## src/sv/wmf_pkg.sv

```systemverilog
package wmf_pkg;

    // Geometry of the filter.
    localparam int NUM_SENSORS  = 10;
    localparam int WINDOW_DEPTH = 8;

    // Field widths.
    localparam int SENSOR_W = 4;
    localparam int DIST_W   = 14;
    localparam int STAMP_W  = 32;

    // Derived storage sizes.
    localparam int SLOT_W      = $clog2(WINDOW_DEPTH);
    localparam int STORE_DEPTH = NUM_SENSORS * WINDOW_DEPTH;
    localparam int ADDR_W      = $clog2(STORE_DEPTH);

    // Frame counter saturates at its all-ones value.
    localparam int FRAMES_W   = 5;
    localparam int FRAMES_MAX = 31;

    // Configuration port.
    localparam int CFG_IDX_W  = 1;
    localparam int CFG_DATA_W = DIST_W;
    localparam logic [CFG_IDX_W-1:0] CFG_WARMUP  = 1'd0;
    localparam logic [CFG_IDX_W-1:0] CFG_NO_ECHO = 1'd1;

    // Register reset values; 12800 is 800.0 cm with four fraction bits.
    localparam logic [FRAMES_W-1:0] WARMUP_RESET  = 5'd19;
    localparam logic [DIST_W-1:0]   NO_ECHO_RESET = 14'd12800;

    // One window entry: a valid flag and a distance.
    typedef struct packed {
        logic              valid;
        logic [DIST_W-1:0] distance;
    } entry_t;

    // Configuration registers as seen by the controller.
    typedef struct packed {
        logic [FRAMES_W-1:0] warmup_frames;
        logic [DIST_W-1:0]   no_echo_distance;
    } cfg_t;

    // Access request from the controller to the window store.
    typedef struct packed {
        logic              wr_en;
        logic [ADDR_W-1:0] wr_addr;
        entry_t            wr_entry;
        logic              rd_en;
        logic [ADDR_W-1:0] rd_addr;
    } mem_req_t;

    // Controller states.
    typedef enum logic [3:0] {
        ST_IDLE  = 4'b0001,
        ST_SWEEP = 4'b0010,
        ST_TAIL  = 4'b0100,
        ST_HOLD  = 4'b1000
    } state_t;

    // Each sensor owns a contiguous row of WINDOW_DEPTH entries.
    function automatic logic [ADDR_W-1:0] store_addr(
        input logic [SENSOR_W-1:0] sensor,
        input logic [SLOT_W-1:0]   slot
    );
        store_addr = ADDR_W'(ADDR_W'(sensor) * ADDR_W'(WINDOW_DEPTH) + ADDR_W'(slot));
    endfunction

endpackage

```

## src/sv/wmf_if.sv

```systemverilog
// Input channel: one range reading per word.
interface wmf_in_if;
    logic                           valid;
    logic                           ready;
    logic [wmf_pkg::SENSOR_W-1:0]   sensor;
    logic [wmf_pkg::DIST_W-1:0]     distance;
    logic                           no_echo;
    logic [wmf_pkg::STAMP_W-1:0]    stamp;

    modport source (output valid, output sensor, output distance, output no_echo,
                    output stamp, input ready);
    modport sink   (input valid, input sensor, input distance, input no_echo,
                    input stamp, output ready);
endinterface

// Output channel: one filtered distance per word.
interface wmf_out_if;
    logic                           valid;
    logic                           ready;
    logic [wmf_pkg::SENSOR_W-1:0]   sensor_out;
    logic [wmf_pkg::DIST_W-1:0]     filtered_distance;
    logic [wmf_pkg::STAMP_W-1:0]    stamp_out;

    modport source (output valid, output sensor_out, output filtered_distance,
                    output stamp_out, input ready);
    modport sink   (input valid, input sensor_out, input filtered_distance,
                    input stamp_out, output ready);
endinterface

```

## src/sv/multichannel_window_min_filter.sv

```systemverilog
// Sliding-window minimum filter for ten range sensors. Each reading it keeps is
// written into its sensor's eight-entry ring in a single window memory, and the
// result is the smallest valid distance in that ring, capped at no_echo_distance.
// The memory has one read port, so a kept reading holds the input through an
// accept, a read of each ring slot and a final compare, and longer while the
// word waits for its consumer beyond the one output register. Readings in
// warm-up frames and readings with an out-of-range sensor index are not kept:
// they are taken without a sweep and give no word. No clearing pass is needed
// after reset: per-entry written flags are cleared by reset. The user must write
// configuration only while the block is idle; the block does not enforce it.
module multichannel_window_min_filter
(
    input  logic                              clk,
    input  logic                              rst_n,
    input  logic                              cfg_we,
    input  logic [wmf_pkg::CFG_IDX_W-1:0]     cfg_index,
    input  logic [wmf_pkg::CFG_DATA_W-1:0]    cfg_data,
    wmf_in_if.sink                            reading,
    wmf_out_if.source                         result
);

    logic [wmf_pkg::FRAMES_W-1:0] warmup_reg, warmup_next;
    logic [wmf_pkg::DIST_W-1:0]   no_echo_reg, no_echo_next;
    wmf_pkg::cfg_t                cfg;
    wmf_pkg::mem_req_t            mem_req;
    wmf_pkg::entry_t              rd_entry;

    // Configuration register writes.
    always_comb
    begin
        warmup_next  = warmup_reg;
        no_echo_next = no_echo_reg;
        if (cfg_we)
        begin
            unique case (cfg_index)
                wmf_pkg::CFG_WARMUP:  warmup_next  = cfg_data[wmf_pkg::FRAMES_W-1:0];
                wmf_pkg::CFG_NO_ECHO: no_echo_next = cfg_data[wmf_pkg::DIST_W-1:0];
            endcase
        end
    end

    always_ff @(posedge clk or negedge rst_n)
    begin
        if (!rst_n)
        begin
            warmup_reg  <= wmf_pkg::WARMUP_RESET;
            no_echo_reg <= wmf_pkg::NO_ECHO_RESET;
        end
        else
        begin
            warmup_reg  <= warmup_next;
            no_echo_reg <= no_echo_next;
        end
    end

    assign cfg.warmup_frames    = warmup_reg;
    assign cfg.no_echo_distance = no_echo_reg;

    // Sequencer and output register.
    wmf_ctrl u_ctrl
    (
        .clk      (clk),
        .rst_n    (rst_n),
        .cfg      (cfg),
        .reading  (reading),
        .result   (result),
        .mem_req  (mem_req),
        .rd_entry (rd_entry)
    );

    // Window memory for all sensors.
    wmf_store u_store
    (
        .clk      (clk),
        .rst_n    (rst_n),
        .req      (mem_req),
        .rd_entry (rd_entry)
    );

endmodule

```

## src/sv/wmf_store.sv

```systemverilog
module wmf_store
(
    input  logic               clk,
    input  logic               rst_n,
    input  wmf_pkg::mem_req_t  req,
    output wmf_pkg::entry_t    rd_entry
);

    wmf_pkg::entry_t                   mem [wmf_pkg::STORE_DEPTH];
    logic [wmf_pkg::STORE_DEPTH-1:0]   written_reg;
    logic [wmf_pkg::STORE_DEPTH-1:0]   written_next;
    wmf_pkg::entry_t                   rd_data_reg;
    logic                              rd_written_reg;

    // Entries never written since reset count as invalid.
    always_comb
    begin
        written_next = written_reg;
        if (req.wr_en)
        begin
            written_next[req.wr_addr] = 1'b1;
        end
    end

    always_ff @(posedge clk or negedge rst_n)
    begin
        if (!rst_n)
        begin
            written_reg <= '0;
        end
        else
        begin
            written_reg <= written_next;
        end
    end

    // Simple dual-port style array: one write and one registered read per cycle.
    always_ff @(posedge clk)
    begin
        if (req.wr_en)
        begin
            mem[req.wr_addr] <= req.wr_entry;
        end
        if (req.rd_en)
        begin
            rd_data_reg    <= mem[req.rd_addr];
            rd_written_reg <= written_reg[req.rd_addr];
        end
    end

    // The stored flag only counts once the entry has been written.
    always_comb
    begin
        rd_entry.valid    = rd_data_reg.valid & rd_written_reg;
        rd_entry.distance = rd_data_reg.distance;
    end

endmodule

```

## src/sv/wmf_ctrl.sv

```systemverilog
module wmf_ctrl
(
    input  logic               clk,
    input  logic               rst_n,
    input  wmf_pkg::cfg_t      cfg,
    wmf_in_if.sink             reading,
    wmf_out_if.source          result,
    output wmf_pkg::mem_req_t  mem_req,
    input  wmf_pkg::entry_t    rd_entry
);

    localparam logic [wmf_pkg::SLOT_W-1:0]   LAST_SLOT  = wmf_pkg::SLOT_W'(wmf_pkg::WINDOW_DEPTH - 1);
    localparam logic [wmf_pkg::SENSOR_W-1:0] LAST_SENSOR =
        wmf_pkg::SENSOR_W'(wmf_pkg::NUM_SENSORS - 1);
    localparam logic [wmf_pkg::FRAMES_W-1:0] FRAMES_TOP = wmf_pkg::FRAMES_W'(wmf_pkg::FRAMES_MAX);

    wmf_pkg::state_t                  state_reg, state_next;
    logic [wmf_pkg::SLOT_W-1:0]       slot_reg, slot_next;
    logic [wmf_pkg::SLOT_W-1:0]       k_reg, k_next;
    logic [wmf_pkg::FRAMES_W-1:0]     frames_reg, frames_next;
    logic                             pend_reg, pend_next;
    logic [wmf_pkg::SENSOR_W-1:0]     sensor_reg, sensor_next;
    logic [wmf_pkg::STAMP_W-1:0]      stamp_reg, stamp_next;
    logic [wmf_pkg::DIST_W-1:0]       best_reg, best_next;
    logic                             out_valid_reg, out_valid_next;
    logic [wmf_pkg::SENSOR_W-1:0]     out_sensor_reg, out_sensor_next;
    logic [wmf_pkg::DIST_W-1:0]       out_dist_reg, out_dist_next;
    logic [wmf_pkg::STAMP_W-1:0]      out_stamp_reg, out_stamp_next;

    logic                             accept;
    logic                             in_range;
    logic                             frame_end;
    logic                             dropped;
    logic                             store_en;
    logic                             out_free;
    logic                             load_out;
    logic [wmf_pkg::DIST_W-1:0]       rd_min;
    logic [wmf_pkg::DIST_W-1:0]       best_cur;

    // Classification of the incoming word.
    always_comb
    begin
        accept    = reading.valid & reading.ready;
        in_range  = reading.sensor <= LAST_SENSOR;
        frame_end = reading.sensor == LAST_SENSOR;
        dropped   = frames_reg < cfg.warmup_frames;
        store_en  = accept & in_range & ~dropped;
        out_free  = ~out_valid_reg | result.ready;
    end

    // Running minimum; read data lands in the cycle after its address.
    always_comb
    begin
        rd_min   = (rd_entry.valid && (rd_entry.distance < best_reg)) ?
                   rd_entry.distance : best_reg;
        best_cur = pend_reg ? rd_min : best_reg;
    end

    // The new reading is written on the accept edge and the sweep reads
    // start in the cycle after, so the sweep always sees it without forwarding.
    always_comb
    begin
        mem_req.wr_en    = store_en;
        mem_req.wr_addr  = wmf_pkg::store_addr(reading.sensor, slot_reg);
        mem_req.wr_entry = '{valid: ~reading.no_echo, distance: reading.distance};
        mem_req.rd_en    = state_reg == wmf_pkg::ST_SWEEP;
        mem_req.rd_addr  = wmf_pkg::store_addr(sensor_reg, k_reg);
    end

    // Sequencer: accept, sweep the sensor's row, then hand over the result.
    always_comb
    begin
        state_next  = state_reg;
        slot_next   = slot_reg;
        k_next      = k_reg;
        frames_next = frames_reg;
        sensor_next = sensor_reg;
        stamp_next  = stamp_reg;
        best_next   = best_reg;
        pend_next   = state_reg == wmf_pkg::ST_SWEEP;
        load_out    = 1'b0;

        unique case (state_reg)
            wmf_pkg::ST_IDLE:
            begin
                if (accept && in_range)
                begin
                    if (frame_end && (frames_reg != FRAMES_TOP))
                    begin
                        frames_next = frames_reg + 1'b1;
                    end
                    if (!dropped)
                    begin
                        if (frame_end)
                        begin
                            slot_next = (slot_reg == LAST_SLOT) ? '0 : slot_reg + 1'b1;
                        end
                        sensor_next = reading.sensor;
                        stamp_next  = reading.stamp;
                        best_next   = cfg.no_echo_distance;
                        k_next      = '0;
                        state_next  = wmf_pkg::ST_SWEEP;
                    end
                end
            end
            wmf_pkg::ST_SWEEP:
            begin
                best_next = best_cur;
                k_next    = (k_reg == LAST_SLOT) ? '0 : k_reg + 1'b1;
                if (k_reg == LAST_SLOT)
                begin
                    state_next = wmf_pkg::ST_TAIL;
                end
            end
            wmf_pkg::ST_TAIL:
            begin
                best_next = best_cur;
                if (out_free)
                begin
                    load_out   = 1'b1;
                    state_next = wmf_pkg::ST_IDLE;
                end
                else
                begin
                    state_next = wmf_pkg::ST_HOLD;
                end
            end
            wmf_pkg::ST_HOLD:
            begin
                if (out_free)
                begin
                    load_out   = 1'b1;
                    state_next = wmf_pkg::ST_IDLE;
                end
            end
        endcase
    end

    // Output register decouples the sweep from a stalled consumer.
    always_comb
    begin
        out_valid_next  = out_valid_reg & ~result.ready;
        out_sensor_next = out_sensor_reg;
        out_dist_next   = out_dist_reg;
        out_stamp_next  = out_stamp_reg;
        if (load_out)
        begin
            out_valid_next  = 1'b1;
            out_sensor_next = sensor_reg;
            out_dist_next   = best_cur;
            out_stamp_next  = stamp_reg;
        end
    end

    always_ff @(posedge clk or negedge rst_n)
    begin
        if (!rst_n)
        begin
            state_reg     <= wmf_pkg::ST_IDLE;
            slot_reg      <= '0;
            k_reg         <= '0;
            frames_reg    <= '0;
            pend_reg      <= 1'b0;
            out_valid_reg <= 1'b0;
        end
        else
        begin
            state_reg     <= state_next;
            slot_reg      <= slot_next;
            k_reg         <= k_next;
            frames_reg    <= frames_next;
            pend_reg      <= pend_next;
            out_valid_reg <= out_valid_next;
        end
    end

    always_ff @(posedge clk)
    begin
        sensor_reg     <= sensor_next;
        stamp_reg      <= stamp_next;
        best_reg       <= best_next;
        out_sensor_reg <= out_sensor_next;
        out_dist_reg   <= out_dist_next;
        out_stamp_reg  <= out_stamp_next;
    end

    // Port drive.
    assign reading.ready            = state_reg == wmf_pkg::ST_IDLE;
    assign result.valid             = out_valid_reg;
    assign result.sensor_out        = out_sensor_reg;
    assign result.filtered_distance = out_dist_reg;
    assign result.stamp_out         = out_stamp_reg;

endmodule

```

## src/flat_wrapper.sv

```systemverilog
// flat-port wrapper written by rule: the top's interface ports become plain ports
module multichannel_window_min_filter_flat 
  (clk, rst_n, cfg_we, cfg_index, cfg_data, reading_valid, reading_sensor, reading_distance, reading_no_echo, reading_stamp, reading_ready, result_valid, result_sensor_out, result_filtered_distance, result_stamp_out, result_ready);
  wmf_in_if reading_i ();
  wmf_out_if result_i ();
  input  logic clk;
  input  logic rst_n;
  input  logic cfg_we;
  input  logic [wmf_pkg::CFG_IDX_W-1:0] cfg_index;
  input  logic [wmf_pkg::CFG_DATA_W-1:0] cfg_data;
  input wire logic [$bits(reading_i.valid)-1:0] reading_valid;
  input wire logic [$bits(reading_i.sensor)-1:0] reading_sensor;
  input wire logic [$bits(reading_i.distance)-1:0] reading_distance;
  input wire logic [$bits(reading_i.no_echo)-1:0] reading_no_echo;
  input wire logic [$bits(reading_i.stamp)-1:0] reading_stamp;
  output wire logic [$bits(reading_i.ready)-1:0] reading_ready;
  output wire logic [$bits(result_i.valid)-1:0] result_valid;
  output wire logic [$bits(result_i.sensor_out)-1:0] result_sensor_out;
  output wire logic [$bits(result_i.filtered_distance)-1:0] result_filtered_distance;
  output wire logic [$bits(result_i.stamp_out)-1:0] result_stamp_out;
  input wire logic [$bits(result_i.ready)-1:0] result_ready;
  assign reading_i.valid = reading_valid;
  assign reading_i.sensor = reading_sensor;
  assign reading_i.distance = reading_distance;
  assign reading_i.no_echo = reading_no_echo;
  assign reading_i.stamp = reading_stamp;
  assign reading_ready = reading_i.ready;
  assign result_valid = result_i.valid;
  assign result_sensor_out = result_i.sensor_out;
  assign result_filtered_distance = result_i.filtered_distance;
  assign result_stamp_out = result_i.stamp_out;
  assign result_i.ready = result_ready;
  multichannel_window_min_filter u_core (.clk(clk), .rst_n(rst_n), .cfg_we(cfg_we), .cfg_index(cfg_index), .cfg_data(cfg_data), .reading(reading_i), .result(result_i));
endmodule
```

## config.mk

```make
export PLATFORM = sky130hd
export DESIGN_NAME = multichannel_window_min_filter_flat
export DESIGN_NICKNAME = d
export VERILOG_FILES = /design/src/sv/wmf_pkg.sv /design/src/sv/wmf_if.sv /design/src/sv/multichannel_window_min_filter.sv /design/src/sv/wmf_store.sv /design/src/sv/wmf_ctrl.sv /design/src/flat_wrapper.sv
export SDC_FILE = /design/constraint.sdc
export NUM_CORES = 1
export LEC_CHECK = 0
export BUFFER_PORTS_ARGS = -buffer_cell sky130_fd_sc_hd__buf_2
export CORE_MARGIN = 2
export CORE_UTILIZATION = 61
export DETAILED_ROUTE_END_ITERATION = 7
export PLACE_DENSITY = 0.78
export SYNTH_ARGS = -nofsm -noshare
export SYNTH_HDL_FRONTEND = slang
export SYNTH_SLANG_ARGS = --single-unit
```

## constraint.sdc

```tcl
create_clock -name clk -period 4.7 [get_ports clk]
set_input_delay 0.94 -clock clk [delete_from_list [all_inputs] [get_ports clk]]
set_output_delay 0.94 -clock clk [all_outputs]
set_load 0.1 [all_outputs]
```

After elaboration in Yosys (flattened, before gate mapping). Memory sizes are Yosys's and may differ from the RTL's. A register that Yosys moved wholly into a read port is not among the register bits. Cells that the tools add are included.

Output and inout port bits: 52. Memory bits (writable): 1200. Memories: 1. Input port bits: 71. Register bits: 217. Logic and storage cells: 93.

Equal/unequal tests: 12. Multiplexer cells: 25. Order comparisons: 6. Reduce and logical (&&, ||, !) cells: 16. Add/sub/neg operators: 5. Bitwise logic cells: 12.

Memories: u_core.u_store.mem (depth 80, width 15, rd ports 1, clocked after Yosys merged registers in 1, write ports 1, RTL line wmf_store.sv:9) `wmf_pkg::entry_t mem [wmf_pkg::STORE_DEPTH];`.

Operators with widths (number): $or A80 B80 Y80 (1); $mux W14 (4); $pmux W14 S2 (1); $mux W4 (5); $lt A7 B8 Y1 const B (2); $pmux W4 S4 (1); $add A7 B3 Y7 (2); $lt A14 B14 Y1 (1); $mux W3 (4); $reduce_and A3 Y1 (4); $eq A4 B4 Y1 const B (2); $reduce_and A4 Y1 (2); $bmux W1 S7 (1); $demux W1 S7 (1); $ge A7 B1 Y1 const B (1); $mux W1 (7); $add A3 B1 Y3 const B (2); $eq A3 B3 Y1 const B (2); $pmux W3 S2 (1); $add A5 B1 Y5 const B (1); $and A1 B1 Y1 (5); $lt A5 B5 Y1 (1); $ne A5 B5 Y1 const B (1); $not A1 Y1 (5); 11 further kinds (19).

Logic depth before layout (Yosys ltp).
Word-level depth: 6. Gate-level depth with buffers: 10. Gate-level depth less buffers: 8.

Hierarchy. Synthesis repeated with hierarchy kept, for this count alone.

Cell total of the unflattened synthesis: 2696. Area, all modules: 55783.5 um^2.

By module, submodules not included: wmf_store (times used 1, seq. area each 38516.9 um^2, cells an instance 2308, area each 50128.1 um^2); wmf_ctrl (times used 1, seq. area each 3429.5 um^2, cells an instance 347, area each 4929.7 um^2); multichannel_window_min_filter (times used 1, seq. area each 483.0 um^2, cells an instance 41, area each 725.7 um^2).

Worst setup path before layout. OpenSTA, ideal clock, no wires.

Path kind: register to register. Start point: reg u_core.u_ctrl.state_reg[0]. End point: mem u_core.u_store.mem[72][0] in the netlist's numbering (enable). Slack: 237 ps. Data required time: 4274 ps. Clock period less this slack: 4463 ps. Path buffers: 0. Cell stages (with the launch flop): 6. Data arrival time: 4037 ps. Cell sequence: dfstp_2 nor4b_4 nand3_4 nor4_1 nand2_1 nor4_1.

Longest elaborated chain between the ends: 6.

RTL lines: from (decl) (RTL line wmf_ctrl.sv:17) `wmf_pkg::state_t state_reg, state_next;`; from (signal assigned) (RTL line wmf_ctrl.sv:159) `state_reg <= wmf_pkg::ST_IDLE;`; from (signal assigned) (RTL line wmf_ctrl.sv:168) `state_reg <= state_next;`; $eq A4 B1 Y1 (RTL line wmf_ctrl.sv:188) `assign reading.ready = state_reg == wmf_pkg::ST_IDLE;`; net reading_ready (RTL line flat_wrapper.sv:16) `output wire logic [$bits(reading_i.ready)-1:0] reading_ready;`; $and A1 B1 Y1 (RTL line wmf_ctrl.sv:43) `accept = reading.valid & reading.ready;`; $and A1 B1 Y1 (2 in a row) (RTL line wmf_ctrl.sv:47) `store_en = accept & in_range & ~dropped;`; $mux W1 (RTL line wmf_store.sv:40) `if (req.wr_en)`; $mux W1 (not written as such) (RTL line wmf_store.sv:42) `mem[req.wr_addr] <= req.wr_entry;`; to (decl) (RTL line wmf_store.sv:9).

The timed path passes the listed nets, and every way through them passes these cells.

Worst setup path after layout.
Start point: reg u_core.u_ctrl.k_reg[2] in the netlist's numbering. End point: reg u_core.u_store.rd_entry[4] (netlist name).

Longest elaborated chain between the ends: 1.

RTL lines: from (decl) (RTL line wmf_ctrl.sv:19) `logic [wmf_pkg::SLOT_W-1:0] k_reg, k_next;`; from (signal assigned) (RTL line wmf_ctrl.sv:170) `k_reg <= k_next;`; $add A7 B3 Y7 (RTL line wmf_pkg.sv:65) `store_addr = ADDR_W'(ADDR_W'(sensor) * ADDR_W'(WINDOW_DEPTH) + ADDR_W'(slot));`.

Every way passes these cells. A chain may end at the register's enable or synchronous reset.

==> tab_implementation.tex <==
\begin{tabular}{lr}
\hline
Metric & Value \\
\hline
\multicolumn{2}{l}{\textbf{Clock network}} \\
\quad Clock-pin slew on the worst setup and hold paths & 0.06 ns \\
\quad TritonCTS Buffers & 140 \\
\quad Post-CTS setup-driven buffer insertion count & 0 \\
\quad H-tree depth & 4 \\
\quad CTS tree & yes \\
\quad Post-cts gate resize count & 0 \\
\quad Hold bufs inserted after CTS & 0 \\
\quad Sink Count & 1432 \\
\quad Buffer type at the clock tree root & clkbuf\_16 \\
\quad Skew-Pair Late Insertion Delay & between 0.7 and 0.8 ns \\
\quad Maximum buffer depth of the clock tree & 3 \\
\multicolumn{2}{l}{\textbf{Drt}} \\
\quad Routed vias & between 20000 and 30000 \\
\quad Vias/cell & 6.82 \\
\quad Final ANT Viol Nets & 0 \\
\quad Wire per inst & 32.3 um \\
\quad Detailed Route WL & 135000 um \\
\quad Number of remaining DRC errors & 0 \\
\quad Number of violations reported at the end of detailed-routing iteration 0 & 3909 \\
\quad TritonRoute pass-1 iters & 6 \\
\multicolumn{2}{l}{\textbf{Synth}} \\
\quad Flop and latch count out of synthesis & $\sim$1400 \\
\quad Synth area leaders & edfxtp\_1 (71\%), mux4\_2 (13\%), dfrtp\_1 (4.9\%), o21bai\_1 (1.1\%), mux2\_2 (0.92\%) \\
\quad Top flip-flop cell by instance count after synthesis & edfxtp\_1 \\
\quad Count of flip-flops with a built-in enable after synthesis & between 1000 and 1500 \\
\quad Simple-gate portion of the synthesized area & 0.0290 \\
\quad Complex-gate fraction of the synthesized area & 0.0307 \\
\quad Number of warnings issued by yosys & 0 \\
\quad Most frequent cells after synthesis & edfxtp\_1 (1316), mux4\_2 (331), nor2\_1 (124) \\
\quad Post-synthesis share of cell area spent on full adders, half adders and majority gates & 0.00520 \\
\quad Most common cell in the synthesized netlist & edfxtp\_1 \\
\quad Combinational family with the most area after synthesis & multiplexers \\
\quad Post-synthesis average cell area & around 21 um2 \\
\quad Netlist Area Pre-Place & roughly 55000 um2 \\
\quad Fraction of synthesized cell area in xor and xnor cells & 0.000791 \\
\quad Fraction of registers with async set or reset after synthesis & 0.0810 \\
\quad Post-synthesis net count & between 2000 and 3000 \\
\quad Synthesized instance count & 2611 \\
\quad Cell type contributing the most total cell area after synthesis & edfxtp\_1 \\
\quad Library cells used by synthesis & between 60 and 70 \\
\quad Share of synthesized area occupied by flip-flops and latches & 0.767 \\
\quad Share of Yosys cell area claimed by the top area cell type & 0.714 \\
\quad Mux cell area share after synthesis & 0.152 \\
\multicolumn{2}{l}{\textbf{Placement}} \\
\quad Count of input and output buffers & 122 \\
\quad Number of placed cells counting well taps & just under 4000 \\
\quad DP Wirelength & $\sim$80000 um \\
\quad Final weighted congestion in routability-driven placement & about 0.89 \\
\multicolumn{2}{l}{\textbf{Setup path}} \\
\quad Most common cell on crit path & nor4\_1 \\
\quad Worst path bufs/invs & 1 \\
\quad Cell type of the slowest stage on the worst timing path & dfrtp\_4 \\
\quad Reg-to-reg setup timing slack & $\sim$1.1 ns \\
\quad Start of the worst register-to-register path & u\_core.u\_ctrl.k\_reg[2]\$\_DFFE\_PN0P\_ \\
\quad Maximum cell stage delay along the critical path & approximately 1.0 ns \\
\quad Logic depth of the worst register-to-register path & 6 \\
\quad Kind of start point of the critical path & flop \\
\quad CP Class & flop to flop \\
\quad Critical path fanouts, max & between 50 and 60 \\
\quad End of the worst register-to-register path & u\_core.u\_store.rd\_entry[4]\$\_DFFE\_PP\_ \\
\quad Nature of the critical path endpoint & flop \\
\quad Required @ worst endpoint & about 5.2 ns \\
\quad Worst EP arrival & between 4 and 5 ns \\
\quad Largest delay share family, worst path & simple AND/OR/NAND/NOR gates \\
\quad Worst-path cell chain & buf\_4, mux4\_2, nor3\_1, nor4\_1, nor4\_1, a21oi\_1 \\
\multicolumn{2}{l}{\textbf{Cells and area}} \\
\quad Area delta synth->final & 12.9\% \\
\quad Antenna diode instance count & 0 \\
\quad Final cell count without fillers & around 4200 \\
\quad Final \#Nets & around 3000 \\
\quad Total of fill cells in the finished design & about 5200 \\
\quad Fraction of final layout cells sized beyond drive strength 1 & 0.294 \\
\quad Final Util & 0.694 \\
\quad Flip-flop count of the largest register after layout & 1200 \\
\multicolumn{2}{l}{\textbf{Status}} \\
\quad Outcome & completed \\
\multicolumn{2}{l}{\textbf{STA}} \\
\quad Clk\_skew & $\sim$0.038 ns \\
\quad Setup TNS after final layout & 0 ns \\
\quad Final period util & 0.769 \\
\quad Worst relative slew slack & 0.209 \\
\quad Unrepaired setup endpoints after global routing & no \\
\quad Min cycle time layout & 3.61 ns \\
\quad Max Fclk & roughly 280 MHz \\
\quad Hold Vio Cnt, Final & 0 \\
\quad Setup Viol. Count Final & 0 \\
\quad Transition time at the pin with the least slew margin & 1.19 ns \\
\quad Slew Viols, Final & 0 \\
\multicolumn{2}{l}{\textbf{Die}} \\
\quad Placement Rows & 110 \\
\quad Starting density of the core & 0.615 \\
\quad Die Ht & roughly 310 um \\
\quad Placeable core area & 90000 um2 \\
\quad Die footprint & 93200 um2 \\
\quad Ports placed on the boundary & roughly 120 \\
\quad Die extent in x & between 300 and 400 um \\
\multicolumn{2}{l}{\textbf{Job}} \\
\quad Number of maximum-capacitance violations & 0 \\
\multicolumn{2}{l}{\textbf{Global routing}} \\
\quad First-pass GRT wire length & 198000 um \\
\quad Grt total ovfl & 0 \\
\quad Maximum number of pins on one net before global-route repair & slightly above 80 \\
\quad Initial antenna violation count & 7 \\
\quad Via count of the first global-routing pass & a little under 30000 \\
\quad GRT Total Usage & 0.296 \\
\multicolumn{2}{l}{\textbf{Hold path}} \\
\quad Worst min path class & input port to asynchronous set/reset pin \\
\multicolumn{2}{l}{\textbf{Power}} \\
\quad Peak supply drop & about 460 uV \\
\quad Leakage component of the power & $\sim$21 nW \\
\quad PD cells & $\sim$530 nW/um2 \\
\hline
\end{tabular}
-- power breakdown --
group          internal (mW)  switching (mW)
Clock                   6.27            4.83
Combinational           3.38            4.12
Sequential              14.3           0.381
Total                   23.9            9.32
-- logic make-up after synthesis --
family / Yosys count
DFF: 1432
muxes: 406
buffers and inverters: 166
adders and majority gates: 23
AOI/OAI and AO/OA: 255
xor gates and xnor gates: 5
and+or+nand+nor: 324
-- routing by layer --
layer,GRT usage,up-vias,part of all wire
li1,-,11334,-
met1,0.413,14819,0.38
met2,0.460,1972,0.48
met3,0.0709,304,0.11
met4,0.119,12,0.041
met5,0,-,0.00056
-- final cells by class --
cell class              instances  area (um2)  share of cell area
flip-flops and latches       1432       42400               0.679
inverters                      24        90.1             0.00144
clock inverters                69         785              0.0126
clock buffers                 182        3760              0.0602
repair buffers                276        1880              0.0301
well taps                    1176        1470              0.0235
multi-input cells            1013       12100               0.193
-- worst register-to-register path: cells and delay by family, from the launching register on --
kind | cells | cell delay, ns
AOI/OAI and AO/OA | 1 | 0.15
buffers and inverters | 1 | 0.56
DFF | 1 | 1.02
muxes | 1 | 0.39
and+or+nand+nor | 3 | 1.22
-- worst max-delay path by stage --
stage / startpoint / to / cells past startpoint
floorplan: u_core.u_ctrl.state_reg[0]$_DFFE_PN1P_ / u_core.u_store.mem[72][0]$_DFFE_PP_ / 5
global placement: reading_sensor[1] / u_core.u_store.mem[43][13]$_DFFE_PP_ / 7
detailed placement: reading_sensor[1] / u_core.u_store.mem[35][4]$_DFFE_PP_ / 7
CTS: u_core.u_ctrl.k_reg[2]$_DFFE_PN0P_ / u_core.u_store.rd_entry[4]$_DFFE_PP_ / 6
global route: u_core.u_ctrl.k_reg[2]$_DFFE_PN0P_ / u_core.u_store.rd_entry[13]$_DFFE_PP_ / 6
finish: u_core.u_ctrl.k_reg[2]$_DFFE_PN0P_ / u_core.u_store.rd_entry[4]$_DFFE_PP_ / 6
-- per-stage QoR --
step           hold WS, ns  setup WS [ns]  power (mW)  cell area [um2]
5_1_grt              0.273           1.08        34.2            62500
6_report             0.242           1.09        33.2            62500
3_5_place_dp         0.405           1.12        22.3            57900
3_3_place_gp         0.401           1.10        22.1            57900
2_1_floorplan        0.400          0.237        20.1            55400
4_1_cts              0.228           1.24        33.3            62500
-- cells in the final DEF, fill, tap and decap left out, drive strengths merged, types with 5 or more instances in the layout --
master,instances
nand3,18
a31oi,14
nand4b,5
edfxtp,1316
nor2b,22
nor3,27
nand4,8
nand2,69
dfrtp,109
clkbuf,182
nor2,125
mux2,45
o22ai,37
buf,276
mux2i,21
clkinvlp,7
bufinv,10
clkinv,47
mux4,340
dfstp,7
nand2b,17
o21bai,79
nor4,19
a211oi,5
a21oi,42
o21ai,38
a21o,7
o221ai,16
ha,23
inv,29
Note: power is estimated with default switching activity, not from simulation.
